## src/rtl/rrqs_pkg.sv

```systemverilog
// Shared types and constants of the round-robin quantum scheduler.
`default_nettype none

package rrqs_pkg;

  localparam int MAX_PROCESSES_DEF = 16;
  localparam int ID_W = 8;
  localparam int TIME_W = 16;
  localparam logic [TIME_W-1:0] QUANTUM_RESET = 16'd3;

  localparam logic KIND_INSERT = 1'b0;
  localparam logic KIND_RUN    = 1'b1;

  localparam logic [1:0] ST_SERVED   = 2'd0;
  localparam logic [1:0] ST_INSERTED = 2'd1;
  localparam logic [1:0] ST_FULL     = 2'd2;
  localparam logic [1:0] ST_EMPTY    = 2'd3;

  typedef struct packed {
    logic              kind;
    logic [ID_W-1:0]   proc_id;
    logic [TIME_W-1:0] burst_time;
  } in_item_t;

  typedef struct packed {
    logic [1:0]        status;
    logic [ID_W-1:0]   served_id;
    logic [TIME_W-1:0] time_left;
    logic [TIME_W-1:0] time_used;
    logic              completed;
    logic              last;
  } out_item_t;

  // One table entry as held in the memory.
  typedef struct packed {
    logic [ID_W-1:0]   id;
    logic [TIME_W-1:0] remaining;
    logic [TIME_W-1:0] executed;
  } entry_t;

  typedef enum logic [1:0] {
    S_IDLE,
    S_READ,
    S_SERVE
  } state_t;

endpackage

`default_nettype wire

```

## src/rtl/rrqs_update.sv

```systemverilog
// Per-entry update: quantum off the remaining time, quantum onto the executed time.
`default_nettype none

module rrqs_update (
  input  rrqs_pkg::entry_t               cur,
  input  logic [rrqs_pkg::TIME_W-1:0]    quantum,
  output rrqs_pkg::entry_t               upd,
  output logic                           done
);
  import rrqs_pkg::*;

  logic [TIME_W:0] exe_sum;

  always_comb begin
    exe_sum       = {1'b0, cur.executed} + {1'b0, quantum};
    upd.id        = cur.id;
    upd.remaining = (cur.remaining > quantum) ? cur.remaining - quantum : '0;
    upd.executed  = exe_sum[TIME_W] ? '1 : exe_sum[TIME_W-1:0];
    done          = (upd.remaining == '0);
  end

endmodule

`default_nettype wire

```

## src/rtl/round_robin_quantum_scheduler_top.sv

```systemverilog
// Top level: process table memory, run sequencer and output register.
//
//   channel   signals                              direction
//   in        in_valid, in_stall, in_item          item in
//   out       out_valid, out_stall, out_item       result out
//   config    quantum_we, quantum_wdata            register write
//
// Insert: one result. Run on an empty table: one result.
// Run: the accept, then for each stored entry a memory read (S_READ), then serve
// and write back (S_SERVE); the loop is unpipelined, with a registered memory read.
// Reset (rst, synchronous) empties the table and sets quantum to 3; no clearing pass.
// A stalled output holds the sequencer on its current entry; input stalls until idle with the output free.
`default_nettype none

module round_robin_quantum_scheduler_top #(
  parameter int MAX_PROCESSES = rrqs_pkg::MAX_PROCESSES_DEF
) (
  input  logic                         clk,
  input  logic                         rst,
  input  logic                         in_valid,
  output logic                         in_stall,
  input  rrqs_pkg::in_item_t           in_item,
  output logic                         out_valid,
  input  logic                         out_stall,
  output rrqs_pkg::out_item_t          out_item,
  input  logic                         quantum_we,
  input  logic [rrqs_pkg::TIME_W-1:0]  quantum_wdata
);
  import rrqs_pkg::*;

  localparam int AW = (MAX_PROCESSES > 1) ? $clog2(MAX_PROCESSES) : 1;
  localparam int CW = $clog2(MAX_PROCESSES + 1);

  entry_t table_mem [MAX_PROCESSES];

  state_t            state, state_next;
  logic [CW-1:0]     count;
  logic [CW-1:0]     idx;
  logic [CW-1:0]     kept;
  logic [TIME_W-1:0] quantum;
  entry_t            rd_q;

  logic              out_free;
  logic              accept;
  logic              full;
  logic              last_entry;
  logic              mem_we;
  logic              mem_re;
  logic [AW-1:0]     mem_waddr;
  entry_t            mem_wdata;
  logic              out_load;
  out_item_t         res;

  entry_t            upd;
  logic              upd_done;

  rrqs_update u_update (
    .cur     (rd_q),
    .quantum (quantum),
    .upd     (upd),
    .done    (upd_done)
  );

  assign out_free   = !out_valid || !out_stall;
  assign in_stall   = !((state == S_IDLE) && out_free);
  assign accept     = in_valid && !in_stall;
  assign full       = (count == CW'(MAX_PROCESSES));
  assign last_entry = (idx == count - CW'(1));

  // Next state
  always_comb begin
    state_next = state;
    unique case (state)
      S_IDLE: begin
        if (accept && (in_item.kind == KIND_RUN) && (count != '0)) begin
          state_next = S_READ;
        end
      end
      S_READ: state_next = S_SERVE;
      S_SERVE: begin
        if (out_free) begin
          state_next = last_entry ? S_IDLE : S_READ;
        end
      end
      default: state_next = S_IDLE;
    endcase
  end

  // Outputs of the sequencer
  always_comb begin
    mem_we              = 1'b0;
    mem_re              = 1'b0;
    mem_waddr           = count[AW-1:0];
    mem_wdata.id        = in_item.proc_id;
    mem_wdata.remaining = in_item.burst_time;
    mem_wdata.executed  = '0;
    out_load            = 1'b0;
    res                 = '0;
    unique case (state)
      S_IDLE: begin
        if (accept) begin
          out_load = 1'b1;
          res.last = 1'b1;
          if (in_item.kind == KIND_INSERT) begin
            res.served_id = in_item.proc_id;
            res.time_left = in_item.burst_time;
            if (full) begin
              res.status = ST_FULL;
            end else begin
              res.status = ST_INSERTED;
              mem_we     = 1'b1;
            end
          end else if (count == '0) begin
            res.status = ST_EMPTY;
          end else begin
            out_load = 1'b0;
          end
        end
      end
      S_READ: mem_re = 1'b1;
      S_SERVE: begin
        if (out_free) begin
          out_load      = 1'b1;
          res.status    = ST_SERVED;
          res.served_id = upd.id;
          res.time_left = upd.remaining;
          res.time_used = upd.executed;
          res.completed = upd_done;
          res.last      = last_entry;
          // survivors are packed toward the head; kept never passes idx
          if (!upd_done) begin
            mem_we    = 1'b1;
            mem_waddr = kept[AW-1:0];
            mem_wdata = upd;
          end
        end
      end
      default: ;
    endcase
  end

  always_ff @(posedge clk) begin
    if (mem_we) begin
      table_mem[mem_waddr] <= mem_wdata;
    end
    if (mem_re) begin
      rd_q <= table_mem[idx[AW-1:0]];
    end
  end

  always_ff @(posedge clk) begin
    if (rst) begin
      state   <= S_IDLE;
      count   <= '0;
      idx     <= '0;
      kept    <= '0;
      quantum <= QUANTUM_RESET;
    end else begin
      state <= state_next;
      if (quantum_we) begin
        quantum <= quantum_wdata;
      end
      if (state == S_IDLE) begin
        idx  <= '0;
        kept <= '0;
        if (mem_we) begin
          count <= count + CW'(1);
        end
      end else if ((state == S_SERVE) && out_free) begin
        idx  <= idx + CW'(1);
        kept <= kept + CW'(!upd_done);
        if (last_entry) begin
          count <= kept + CW'(!upd_done);
        end
      end
    end
  end

  always_ff @(posedge clk) begin
    if (rst) begin
      out_valid <= 1'b0;
    end else if (out_load) begin
      out_valid <= 1'b1;
    end else if (!out_stall) begin
      out_valid <= 1'b0;
    end
  end

  always_ff @(posedge clk) begin
    if (out_load) begin
      out_item <= res;
    end
  end

endmodule

`default_nettype wire
```

## config.mk

```make
export PLATFORM = sky130hd
export DESIGN_NAME = round_robin_quantum_scheduler_top
export DESIGN_NICKNAME = d
export VERILOG_FILES = /design/src/rtl/rrqs_pkg.sv /design/src/rtl/rrqs_update.sv /design/src/rtl/round_robin_quantum_scheduler_top.sv
export SDC_FILE = /design/constraint.sdc
export NUM_CORES = 1
export LEC_CHECK = 0
export ABC_AREA = 1
export BUFFER_PORTS_ARGS = -buffer_cell sky130_fd_sc_hd__buf_2
export CAP_MARGIN = 25
export CORE_MARGIN = 5
export CORE_UTILIZATION = 40
export DETAILED_ROUTE_END_ITERATION = 12
export PLACE_DENSITY_LB_ADDON = 0.2
export SLEW_MARGIN = 20
export SYNTH_ARGS = -nofsm -noshare
export SYNTH_HDL_FRONTEND = slang
export SYNTH_SLANG_ARGS = --single-unit
```

## constraint.sdc

```tcl
create_clock -name clk -period 5.1 [get_ports clk]
set_input_delay 1.53 -clock clk [delete_from_list [all_inputs] [get_ports clk]]
set_output_delay 1.53 -clock clk [all_outputs]
set_load 0.02 [all_outputs]
```

== Yosys cells after proc, flatten, opt, wreduce, memory -nomap -nowiden ==
Memories as Yosys holds them, arrays and structs flattened. A register that Yosys moved wholly into a read port is not among the register bits.
Cells that the tools add are included.

* Output and inout port bits: 46
* Bits in writable memories: 640
* ROM bits: 0
* Word-level logic and storage cells: 89
* Register bits: 78
* Latch bits: 0
* Memories: 1

* Add/sub/neg operators: 6
* Multipliers: 0
* Shift operators: 0
* $lt $le $gt $ge: 1
* Muxes and demuxes: 41
* Bitwise operators: 0
* Div/mod/pow operators: 0
* Reductions and logical operators: 20
* Eq/ne operators: 8

{| class="wikitable"
|+ Memories
! name !! depth !! width !! read ports !! clocked after memory_dff !! wr ports !! RTL line !! text
|-
| table_mem || 16 || 40 || 1 || 1 || 1 || round_robin_quantum_scheduler_top.sv:34 || <nowiki>entry_t table_mem [MAX_PROCESSES];</nowiki>
|}

{| class="wikitable"
|+ Operators with widths
! cell !! count
|-
| 40-bit 2-to-1 mux || 3
|-
| 26-bit one-hot mux with 2 select lines || 1
|-
| 42-bit 2-to-1 mux || 1
|-
| 16-bit 2-to-1 mux || 2
|-
| 26-bit 2-to-1 mux || 1
|-
| 24-bit 2-to-1 mux || 1
|-
| 5-bit 2-to-1 mux || 4
|-
| 16-bit by 16-bit adder with 17-bit output || 1
|-
| 16-bit > comparator || 1
|-
| 16-bit logical NOT || 1
|-
| 1-bit 2-to-1 mux || 16
|-
| 16-bit subtractor || 1
|-
| 4-bit 2-to-1 mux || 3
|-
| 5-bit by 1-bit adder with 5-bit output, second input constant || 2
|-
| 2-bit 2-to-1 mux || 5
|-
| 1-bit one-hot mux with 2 select lines || 3
|-
| 2-bit one-hot mux with 3 select lines || 1
|-
| 5-bit by 1-bit adder with 5-bit output || 1
|-
| 5-bit equality test || 1
|-
| 5-bit equality test, second input constant || 1
|-
| 1-bit logical AND || 5
|-
| 5-bit logical NOT || 1
|-
| 5-bit nonzero test || 1
|-
| 5-bit by 1-bit subtractor with 5-bit output, second input constant || 1
|-
| other kinds (11) || 18
|}

== Logic depth before layout (Yosys ltp) ==
Gate-level depths: netlist of the first run.

* Word-level depth: 8
* Mapped depth: 22
* Depth with buffers taken out: 21

== Modules after synthesis ==
Synthesis of the first run repeated with hierarchy kept, for this count alone.

* Cells, all modules: 2695
* Area total of the unflattened synthesis: 31929.4 µm²

{| class="wikitable"
|+ By module, submodules not included
! module !! cells an instance !! area an instance (µm²) !! seq. area each (µm²) !! times used
|-
| round_robin_quantum_scheduler_top || 2280 || 29603.4 || 22421.5 || 1
|-
| rrqs_update || 415 || 2326.0 || 0.0 || 1
|}

== Least setup slack after synthesis of the first run ==
OpenSTA, ideal clock, no wires.

* Kind: input -> register
* Start: in out_stall
* End: mem table_mem[10][0] (netlist name), enable pin
* Cell stages on the path: 8
* Arrival time: 4.320 ns
* Slack: 0.342 ns
* Data required time: 4.663 ns
* Library setup time: 0.437 ns
* Cells stage by stage: nand2_1 > inv_1 > nor2_1 > clkbuf_1 > nand3_1 > nand2_4 > nand3_1 > nor2_1

* Word-level cells in the longest chain between the ends: 8
* Elaborated cells on any way between the ends: 11
* Those cells by class: mux: 7; reduce/logical: 4

{| class="wikitable"
|+ Ends and longest elaborated chain
! item !! RTL line !! text
|-
| from (decl) || round_robin_quantum_scheduler_top.sv:24 || <nowiki>input logic out_stall,</nowiki>
|-
| 1-bit logical NOT (*) || -- ||
|-
| 1-bit logical OR (*) || round_robin_quantum_scheduler_top.sv:64 || <nowiki>assign out_free = !out_valid || !out_stall;</nowiki>
|-
| 1-bit logical AND || round_robin_quantum_scheduler_top.sv:65 || <nowiki>assign in_stall = !((state == S_IDLE) && out_free);</nowiki>
|-
| 1-bit logical AND || round_robin_quantum_scheduler_top.sv:66 || <nowiki>assign accept = in_valid && !in_stall;</nowiki>
|-
| 1-bit 2-to-1 mux || round_robin_quantum_scheduler_top.sv:101 || <nowiki>if (accept) begin</nowiki>
|-
| 1-bit one-hot mux with 2 select lines || round_robin_quantum_scheduler_top.sv:99 || <nowiki>unique case (state)</nowiki>
|-
| 1-bit 2-to-1 mux || round_robin_quantum_scheduler_top.sv:143 || <nowiki>if (mem_we) begin</nowiki>
|-
| 1-bit 2-to-1 mux (implied by the code) || round_robin_quantum_scheduler_top.sv:144 || <nowiki>table_mem[mem_waddr] <= mem_wdata;</nowiki>
|-
| to (decl) || round_robin_quantum_scheduler_top.sv:34 ||
|}

Mark *: on every way between the ends. The rest lies on a longest branch, timed or not.

== Worst setup path in the final report of the first run ==
* Start: reg rd_q[16] (netlist name)
* End: mem table_mem[12][23] (netlist name), enable pin

* Word-level cells in the longest chain between the ends: 8
* Elaborated cells on any way between the ends: 12
* Those cells by class: add/sub: 1; order compare: 1; mux: 9; reduce/logical: 1

{| class="wikitable"
|+ Ends and longest elaborated chain
! item !! RTL line !! text
|-
| 16-bit subtractor or 16-bit > comparator (tied branches) || rrqs_update.sv:17 || <nowiki>upd.remaining = (cur.remaining > quantum) ? cur.remaining - quantum : '0;</nowiki>
|-
| 16-bit 2-to-1 mux (*) || rrqs_update.sv:17 ||
|-
| 16-bit logical NOT (*) || rrqs_update.sv:19 || <nowiki>done = (upd.remaining == '0);</nowiki>
|-
| 1-bit 2-to-1 mux || round_robin_quantum_scheduler_top.sv:131 || <nowiki>if (!upd_done) begin</nowiki>
|-
| 1-bit 2-to-1 mux || round_robin_quantum_scheduler_top.sv:122 || <nowiki>if (out_free) begin</nowiki>
|-
| 1-bit one-hot mux with 2 select lines || round_robin_quantum_scheduler_top.sv:99 ||
|-
| 1-bit 2-to-1 mux || round_robin_quantum_scheduler_top.sv:143 ||
|-
| 1-bit 2-to-1 mux (implied by the code) || round_robin_quantum_scheduler_top.sv:144 ||
|}

Marks and branches as above.

==> PnR_summary.wiki, run 1 <==
{| class="wikitable"
! Metric !! Value
|-
| Post-synthesis share of cell area spent on full adders, half adders and majority gates || 0.0158
|-
| Total number of nets in the final design || 2740
|-
| Setup repair after global routing missed its margin || no
|-
| Area of the die || 85300 um2
|-
| Total number of yosys warnings || 0
|-
| Worst setup EP type || flip-flop
|-
| Maximum VDD drop || 231 uV
|-
| Number of placement rows || 103
|-
| Post-CTS setup buffer count || 0
|-
| Routed wirelength normalized by instance count || 23.3 um
|-
| Largest cells by area after synthesis || sky130_fd_sc_hd__edfxtp_1 (68%), sky130_fd_sc_hd__nor2_1 (5.2%), sky130_fd_sc_hd__o21ai_0 (3.7%)
|-
| Number of violations reported at the end of detailed-routing iteration 0 || 1965
|-
| Worst clock skew || 22.1 ps
|-
| Total of flip-flops plus latches after synthesis || 758
|-
| Cell variety after synth || 48
|-
| Pwr Density || 404 nW/um2
|-
| Static Leak || 12.5 nW
|-
| Clock buffer count from CTS || 80
|-
| Post-CTS clock slew at the launch and capture registers of the worst setup and hold paths || 60 ps
|-
| Proportion of register bits with asynchronous set or reset after synthesis || 0
|-
| WL final || 87700 um
|-
| Starting density of the core || 0.403
|-
| Critical path's most frequent cell || sky130_fd_sc_hd__nand2_1
|-
| # clock sinks || 758
|-
| Maximum achievable frequency || 0.231 GHz
|-
| ANT cells || 0
|-
| Insertion delay to the later sink of the worst-skew pair || 620 ps
|-
| Final total negative setup slack || 0 ps
|-
| Worst hold path type || reg2reg
|-
| Synth Area in Simple Gates || 0.118
|-
| Sequential cell area fraction in the yosys report || 0.705
|-
| Transition time at the pin with the least slew margin || 1050 ps
|-
| Via count || 20900
|-
| Count of flip-flops with a built-in enable after synthesis || 724
|-
| DIE HEIGHT || 292 um
|-
| Number of pins exceeding their max-slew limit in the final report || 0
|-
| Result of the run || complete, no violations
|-
| Total global routing overflow || 0
|-
| Final hold slack || 489 ps
|-
| First-pass GRT wire length || 131000 um
|-
| Number of buffers on the longest clock path || 3
|-
| Number of instances in the synthesized netlist || 2551
|-
| Number of nets produced by synthesis || 2636
|-
| Cell type of the slowest stage on the worst timing path || sky130_fd_sc_hd__a21oi_2
|-
| Clock tree from TritonCTS || built
|-
| Gpl congestion || 0.894
|-
| Maximum fanout encountered on the critical timing path || 31
|-
| Fraction of final layout cells with drive strength greater than 1 || 0.128
|-
| # resized after CTS || 0
|-
| Average instance area after synthesis || 12.5 um2
|-
| TritonRoute pass-1 iters || 5
|-
| Compound-gate portion of the synthesized area || 0.101
|-
| DP Wirelength || 51500 um
|-
| Tcrit/Tclk final || 0.849
|-
| Cts hold-fix bufs || 0
|-
| Global-route total usage across every layer || 0.200
|-
| Via-to-Cell Ratio || 5.54
|-
| Core box area || 79000 um2
|-
| Number of endpoints failing setup at the final stage || 0
|-
| Io pins || 92
|-
| Number of buffer cells added on primary ports || 91
|-
| Area share of xor/xnor cells in the synthesized design || 0.00523
|-
| Stage delay of the slowest cell on the critical path || 490 ps
|-
| Number of H-tree branching levels || 3
|-
| Area Growth Syn to Fin || 14.8%
|-
| Post-route DRC violation count || 0
|-
| ANT nets after route || 0
|-
| Combinational family with the most area after synthesis || simple AND/OR/NAND/NOR gates
|-
| Crit start category || flip-flop
|-
| Number of antenna violations at the first check in global routing || 3
|-
| Slew margin rel. || 0.300
|-
| Cell type contributing the most total cell area after synthesis || sky130_fd_sc_hd__edfxtp_1
|-
| Worst Path Arrival || 4610 ps
|-
| Hold violation total from the final report || 0
|-
| Maximum capacitance violations || 0
|-
| Data required time at the worst endpoint || 5380 ps
|-
| Width of the die || 292 um
|-
| Minimum clock period || 4330 ps
|-
| Maximum number of pins on one net before global-route repair || 182
|-
| Number of global-route vias before repair || 20100
|-
| Top_reg_cell synth || sky130_fd_sc_hd__edfxtp_1
|-
| Clk Tree Root Cell || sky130_fd_sc_hd__clkbuf_16
|-
| Fraction of post-synthesis cell area in the top cell type by area || 0.683
|-
| Cell breakdown of the critical path || inv_1 -> ha_1 -> fa_1 -> inv_1 -> nand2_1 -> nand2_1 -> nand3_1 -> nand2_1 -> nand2_1 -> a21oi_2 -> buf_4 -> nand3_2 -> nand2_1 -> nor2_2 -> nand3_4 -> nand2_4 -> nand2_1 -> nand3_2 -> nor2_4 -> buf_12
|-
| Category of the most critical setup path || reg2reg
|-
| Post-synthesis cell area || 31800 um2
|-
| Final total power || 0.0148 W
|-
| Final standard cell utilization of the core || 0.463
|-
| Multiplexer fraction of the synthesized cell area || 0.0198
|}
## critical path, delay by kind of cell (launching register included)
family,cells,cell delay (ps)
buf+inv,4,800
fa+ha+maj,2,610
compound gates,1,490
simple gates,13,1700
flops,1,340
## worst paths after layout
path	slack, ps	depth (start not counted)	end	from
max	770	20	table_mem[12][23]	rd_q[16]
min	490	2	quantum[2]	quantum[2]
max reg2reg	770	20	table_mem[12][23]	rd_q[16]
min reg2reg	490	2	quantum[2]	quantum[2]
## metrics by stage
step | cells | instance area, um2 | setup WS, ps
global placement | 3621 | 33900 | 762
detailed placement | 3621 | 33900 | 808
global route | 3768 | 36500 | 523
CTS | 3766 | 36500 | 809
finish | 3768 | 36500 | 771
floorplan | 2551 | 31800 | 342
## layer usage
layer,track usage,vias up,part of all wire
li1,-,9548,-
met3,0.0293,107,0.063
met2,0.316,691,0.46
met1,0.296,10500,0.46
met5,0,-,0
met4,0.0439,0,0.017
## registers in the layout, summed over array words and instances (netlist names)
| register | flops |
|---|---|
| table_mem | 640 |
| out_item | 44 |
| rd_q | 40 |
| quantum | 16 |
| count | 5 |
| idx | 5 |
| kept | 5 |
| state | 2 |
| out_valid | 1 |
## layout by cell type (no fill, tap or decap), types with 6 or more instances in the layout
cell type / count
sky130_fd_sc_hd__buf_2: 91
sky130_fd_sc_hd__mux2i_1: 63
sky130_fd_sc_hd__clkinv_2: 12
sky130_fd_sc_hd__xor2_1: 13
sky130_fd_sc_hd__dfxtp_1: 31
sky130_fd_sc_hd__nand2_1: 244
sky130_fd_sc_hd__bufinv_16: 10
sky130_fd_sc_hd__nor2_4: 21
sky130_fd_sc_hd__xnor2_1: 6
sky130_fd_sc_hd__clkbuf_1: 15
sky130_fd_sc_hd__o221ai_1: 63
sky130_fd_sc_hd__clkbuf_16: 82
sky130_fd_sc_hd__o21ai_0: 238
sky130_fd_sc_hd__nand3b_1: 8
sky130_fd_sc_hd__a21oi_1: 55
sky130_fd_sc_hd__nand2_4: 10
sky130_fd_sc_hd__ha_1: 37
sky130_fd_sc_hd__o32ai_1: 97
sky130_fd_sc_hd__o211ai_1: 18
sky130_fd_sc_hd__nand2_2: 10
sky130_fd_sc_hd__edfxtp_1: 724
sky130_fd_sc_hd__inv_1: 133
sky130_fd_sc_hd__nor2_1: 419
sky130_fd_sc_hd__nand4_1: 14
sky130_fd_sc_hd__buf_12: 16
sky130_fd_sc_hd__buf_4: 61
sky130_fd_sc_hd__nand3_1: 128
sky130_fd_sc_hd__clkinv_1: 24
sky130_fd_sc_hd__o21ai_1: 12
## cells in the mapped netlist, drive strengths merged (6+ instances only)
| master | n |
|---|---|
| dfxtp | 34 |
| nand3b | 8 |
| xor2 | 13 |
| ha | 37 |
| inv | 138 |
| clkbuf | 121 |
| o221ai | 63 |
| nor2 | 442 |
| buf | 25 |
| o211ai | 18 |
| o21ai | 255 |
| xnor2 | 6 |
| nand2 | 264 |
| a21oi | 56 |
| nand3 | 135 |
| o32ai | 97 |
| edfxtp | 724 |
| nand4 | 14 |
| mux2i | 63 |
## power by group
group / switching [W] / internal (W) / total (W) / leakage (nW)
logic: 0.00119 / 0.000450 / 0.00164 / 4.40
clock network: 0.00237 / 0.00345 / 0.00582 / 1.27
registers: 0.0000868 / 0.00720 / 0.00729 / 6.79
## area by class of cell
class | instances | area (um2)
Multi-Input combinational cell | 1504 | 8410
Clock inverter | 48 | 494
Fill cell | 7005 | 42500
Clock buffer | 97 | 2110
Inverter | 143 | 544
Tap cell | 1050 | 1310
Sequential cell | 758 | 22400
Timing Repair Buffer | 168 | 1230
## cell families after synthesis
group	count (synthesis)
buf+inv	289
fa+ha+maj	39
xor+xnor	19
flops	758
mux	63
compound gates	505
simple gates	878
Note: power is estimated with default switching activity, not from simulation.
==> inputs of run 2 (changes only) <==
--- a/config.mk
+++ b/config.mk
@@ -5,7 +5,7 @@
 export SDC_FILE = /design/constraint.sdc
 export NUM_CORES = 1
 export LEC_CHECK = 0
-export ABC_AREA = 1
+export ABC_AREA = 0
 export BUFFER_PORTS_ARGS = -buffer_cell sky130_fd_sc_hd__buf_2
 export CAP_MARGIN = 25
 export CORE_MARGIN = 5
==> constraint.sdc (replaced) <==
create_clock -name clk -period 4.1 [get_ports clk]
set_input_delay 1.23 -clock clk [delete_from_list [all_inputs] [get_ports clk]]
set_output_delay 1.23 -clock clk [all_outputs]
set_load 0.02 [all_outputs]
==> run 2 against run 1 <==
- maximum frequency up 10%
- global-route usage down 0.58 points
- synthesized area down 3.2%
- via count down 23%
- core utilization up 1.4 points
- critical path depth down 7
- critical endpoint is now table_mem[8][19]
- highest routed layer unchanged
==> PnR_summary.wiki, run 2 <==
{| class="wikitable"
! Metric !! Value
|-
| Result of the run || complete, no violations
|-
| Cts hold-fix bufs || 0
|-
| Width of the die || 287 um
|-
| Clock tree from TritonCTS || built
|-
| Maximum capacitance violations || 0
|-
| First-pass GRT wire length || 116000 um
|-
| Most numerous cell types in the synthesized netlist || sky130_fd_sc_hd__edfxtp_1 (724), sky130_fd_sc_hd__mux4_2 (200), sky130_fd_sc_hd__nor2_1 (95)
|-
| Clock buffer count from CTS || 80
|-
| Core box area || 76200 um2
|-
| Number of placement rows || 101
|-
| Maximum fanout encountered on the critical timing path || 18
|-
| Number of antenna violations at the first check in global routing || 5
|-
| Number of fillers in the final layout || 6296
|-
| Number of buffer cells added on primary ports || 91
|-
| Post-CTS clock slew at the launch and capture registers of the worst setup and hold paths || 60 ps
|-
| Maximum number of pins on one net before global-route repair || 54
|-
| Worst setup EP type || flip-flop
|-
| Area Growth Syn to Fin || 17.8%
|-
| Slew margin rel. || 0.345
|-
| Library cell with the highest instance count after synthesis || sky130_fd_sc_hd__edfxtp_1
|-
| ANT nets after route || 0
|-
| Post-route cell area || 36300 um2
|-
| Cell type contributing the most total cell area after synthesis || sky130_fd_sc_hd__edfxtp_1
|-
| Area of placed instances || 33500 um2
|-
| Post-synthesis cell area || 30800 um2
|-
| Total number of nets in the final design || 1862
|-
| Via-to-Cell Ratio || 5.61
|-
| Stage delay of the slowest cell on the critical path || 470 ps
|-
| Max FFs per register || 640
|-
| DIE HEIGHT || 287 um
|-
| DP Wirelength || 47900 um
|-
| Top_reg_cell synth || sky130_fd_sc_hd__edfxtp_1
|-
| Transition time at the pin with the least slew margin || 983 ps
|-
| Starting density of the core || 0.404
|-
| Number of endpoints failing setup at the final stage || 0
|-
| Maximum VDD drop || 328 uV
|-
| Crit start category || flip-flop
|-
| Most common library cell in the layout ignoring fill and taps || sky130_fd_sc_hd__edfxtp_1
|-
| Static Leak || 11.8 nW
|-
| Insertion delay to the later sink of the worst-skew pair || 640 ps
|-
| WL final || 80700 um
|-
| Average instance area after synthesis || 19.5 um2
|-
| Gpl congestion || 0.857
|-
| Hold violation total from the final report || 0
|-
| Worst Path Arrival || 4280 ps
|-
| Clk Tree Root Cell || sky130_fd_sc_hd__clkbuf_16
|-
| Cell breakdown of the critical path || inv_1 -> ha_1 -> fa_1 -> nand2b_1 -> a211oi_2 -> nor2_1 -> o311ai_2 -> o2111ai_1 -> nor4_2 -> nand4_1 -> nand2_4 -> buf_12 -> a22o_1
|-
| Area of the die || 82600 um2
|-
| Number of instances in the synthesized netlist || 1583
|-
| Data required time at the worst endpoint || 4460 ps
|-
| Largest cells by area after synthesis || sky130_fd_sc_hd__edfxtp_1 (71%), sky130_fd_sc_hd__mux4_2 (15%), sky130_fd_sc_hd__dfxtp_1 (2.2%)
|-
| Number of violations reported at the end of detailed-routing iteration 0 || 1412
|-
| Number of H-tree branching levels || 3
|-
| Maximum achievable frequency || 0.255 GHz
|-
| Cell type of the slowest stage on the worst timing path || sky130_fd_sc_hd__a22o_1
|-
| Pwr Density || 458 nW/um2
|-
| Fraction of final layout cells with drive strength greater than 1 || 0.315
|-
| Category of the most critical setup path || reg2reg
|-
| Total number of yosys warnings || 0
|-
| Post-route DRC violation count || 0
|-
| Total global routing overflow || 0
|-
| Sequential cell area fraction in the yosys report || 0.728
|-
| Biggest register || table_mem
|-
| Number of nets produced by synthesis || 1668
|-
| Global-route total usage across every layer || 0.194
|-
| Proportion of register bits with asynchronous set or reset after synthesis || 0
|-
| Number of buffers on the longest clock path || 3
|-
| Routed wirelength normalized by instance count || 28.1 um
|-
| # clock sinks || 758
|-
| Worst clock skew || 29.9 ps
|-
| Total of flip-flops plus latches after synthesis || 758
|-
| Registers with the most flip-flops || table_mem (640), out_item (44), rd_q (40)
|-
| Fraction of post-synthesis cell area in the top cell type by area || 0.706
|-
| Number of global-route vias before repair || 16400
|-
| Number of pins exceeding their max-slew limit in the final report || 0
|-
| Count of flip-flops with a built-in enable after synthesis || 724
|-
| Cell variety after synth || 64
|-
| Highest-count cells in the layout ignoring fill and taps || sky130_fd_sc_hd__edfxtp_1 (724), sky130_fd_sc_hd__mux4_2 (200), sky130_fd_sc_hd__buf_2 (91)
|-
| Io pins || 92
|-
| Reg-to-reg setup timing slack || 180 ps
|-
| Final total negative setup slack || 0 ps
|-
| Final hold slack || 526 ps
|-
| Worst hold path type || reg2reg
|-
| Tcrit/Tclk final || 0.957
|-
| Via count || 16100
|-
| TritonRoute pass-1 iters || 5
|-
| Minimum clock period || 3920 ps
|}
==> run 2: changes by cell type after synthesis, moves of 94 or more <==
| cell | before | now |
|---|---|---|
| sky130_fd_sc_hd__o32ai_1 | 97 | 3 |
| sky130_fd_sc_hd__inv_1 | 135 | 30 |
| sky130_fd_sc_hd__nor2_1 | 437 | 95 |
| sky130_fd_sc_hd__o21ai_0 | 238 | 32 |
| sky130_fd_sc_hd__nand2_1 | 245 | 59 |
| sky130_fd_sc_hd__mux4_2 | 0 | 200 |
| sky130_fd_sc_hd__nand3_1 | 128 | 13 |
==> run 2: cell families after synthesis <==
logic type | Yosys count | share of synthesized area
AO/OA/AOI/OAI | 188 | 0.0417
AND/OR/NAND/NOR | 238 | 0.0361
buffers and inverters | 106 | 0.0143
flip-flops | 758 | 0.728
adder cells (fa/ha/maj) | 39 | 0.0163
multiplexers | 225 | 0.155
XOR/XNOR | 29 | 0.00825
==> run 2: per-stage QoR <==
step / total power, W / util / setup WS [ps] / instances
4_1_cts: 0.0168 / 0.474 / 31.1 / 2863
3_5_place_dp: 0.00968 / 0.440 / -121 / 2714
5_1_grt: 0.0172 / 0.476 / -10.6 / 2874
3_3_place_gp: 0.00967 / 0.440 / 83.9 / 2714
2_1_floorplan: 0.00929 / - / -878 / 1583
6_report: 0.0166 / 0.476 / 178 / 2877
==> run 2: final cells by class <==
type | count | area (um2) | area share
well taps | 1030 | 1290 | 0.0355
multi-input cells | 719 | 8270 | 0.228
flip-flops and latches | 758 | 22400 | 0.618
inverters | 30 | 113 | 0.00310
clock buffers | 108 | 2180 | 0.0600
clock inverters | 41 | 399 | 0.0110
repair buffers | 188 | 1600 | 0.0440
diodes | 3 | 7.51 | 0.000207
==> run 2: where the power goes <==
part           switching, W  internal [W]
Sequential        0.0000441       0.00859
Clock               0.00304       0.00403
Combinational      0.000599      0.000307
==> run 2: final timing paths <==
path / start / endpoint / cells after the start
setup / recovery: rd_q[16] / table_mem[8][19] / 13
hold / removal: quantum[0] / quantum[0] / 2
setup reg to reg: rd_q[16] / table_mem[8][19] / 13
hold reg to reg: quantum[0] / quantum[0] / 2
==> run 2: critical path, delay by kind of cell, from the launching register on <==
family / cells / cell delay [ps]
flip-flops: 1 / 320
AO/OA/AOI/OAI: 4 / 1360
adder cells (fa/ha/maj): 2 / 590
buffers and inverters: 2 / 270
AND/OR/NAND/NOR: 5 / 1080
==> run 2: timing repair <==
item	CTS	global route
setup endpoints to repair	145	919
pin swaps	1	8
setup buffers	0	11
gates resized for setup	9	19
==> run 2: per-layer routing <==
layer / up-vias / part of all wire / GRT usage
li1: 6888 / - / -
met1: 8656 / 0.44 / 0.275
met2: 493 / 0.48 / 0.315
met3: 89 / 0.061 / 0.0400
met4: 0 / 0.018 / 0.0417
met5: - / 0 / 0
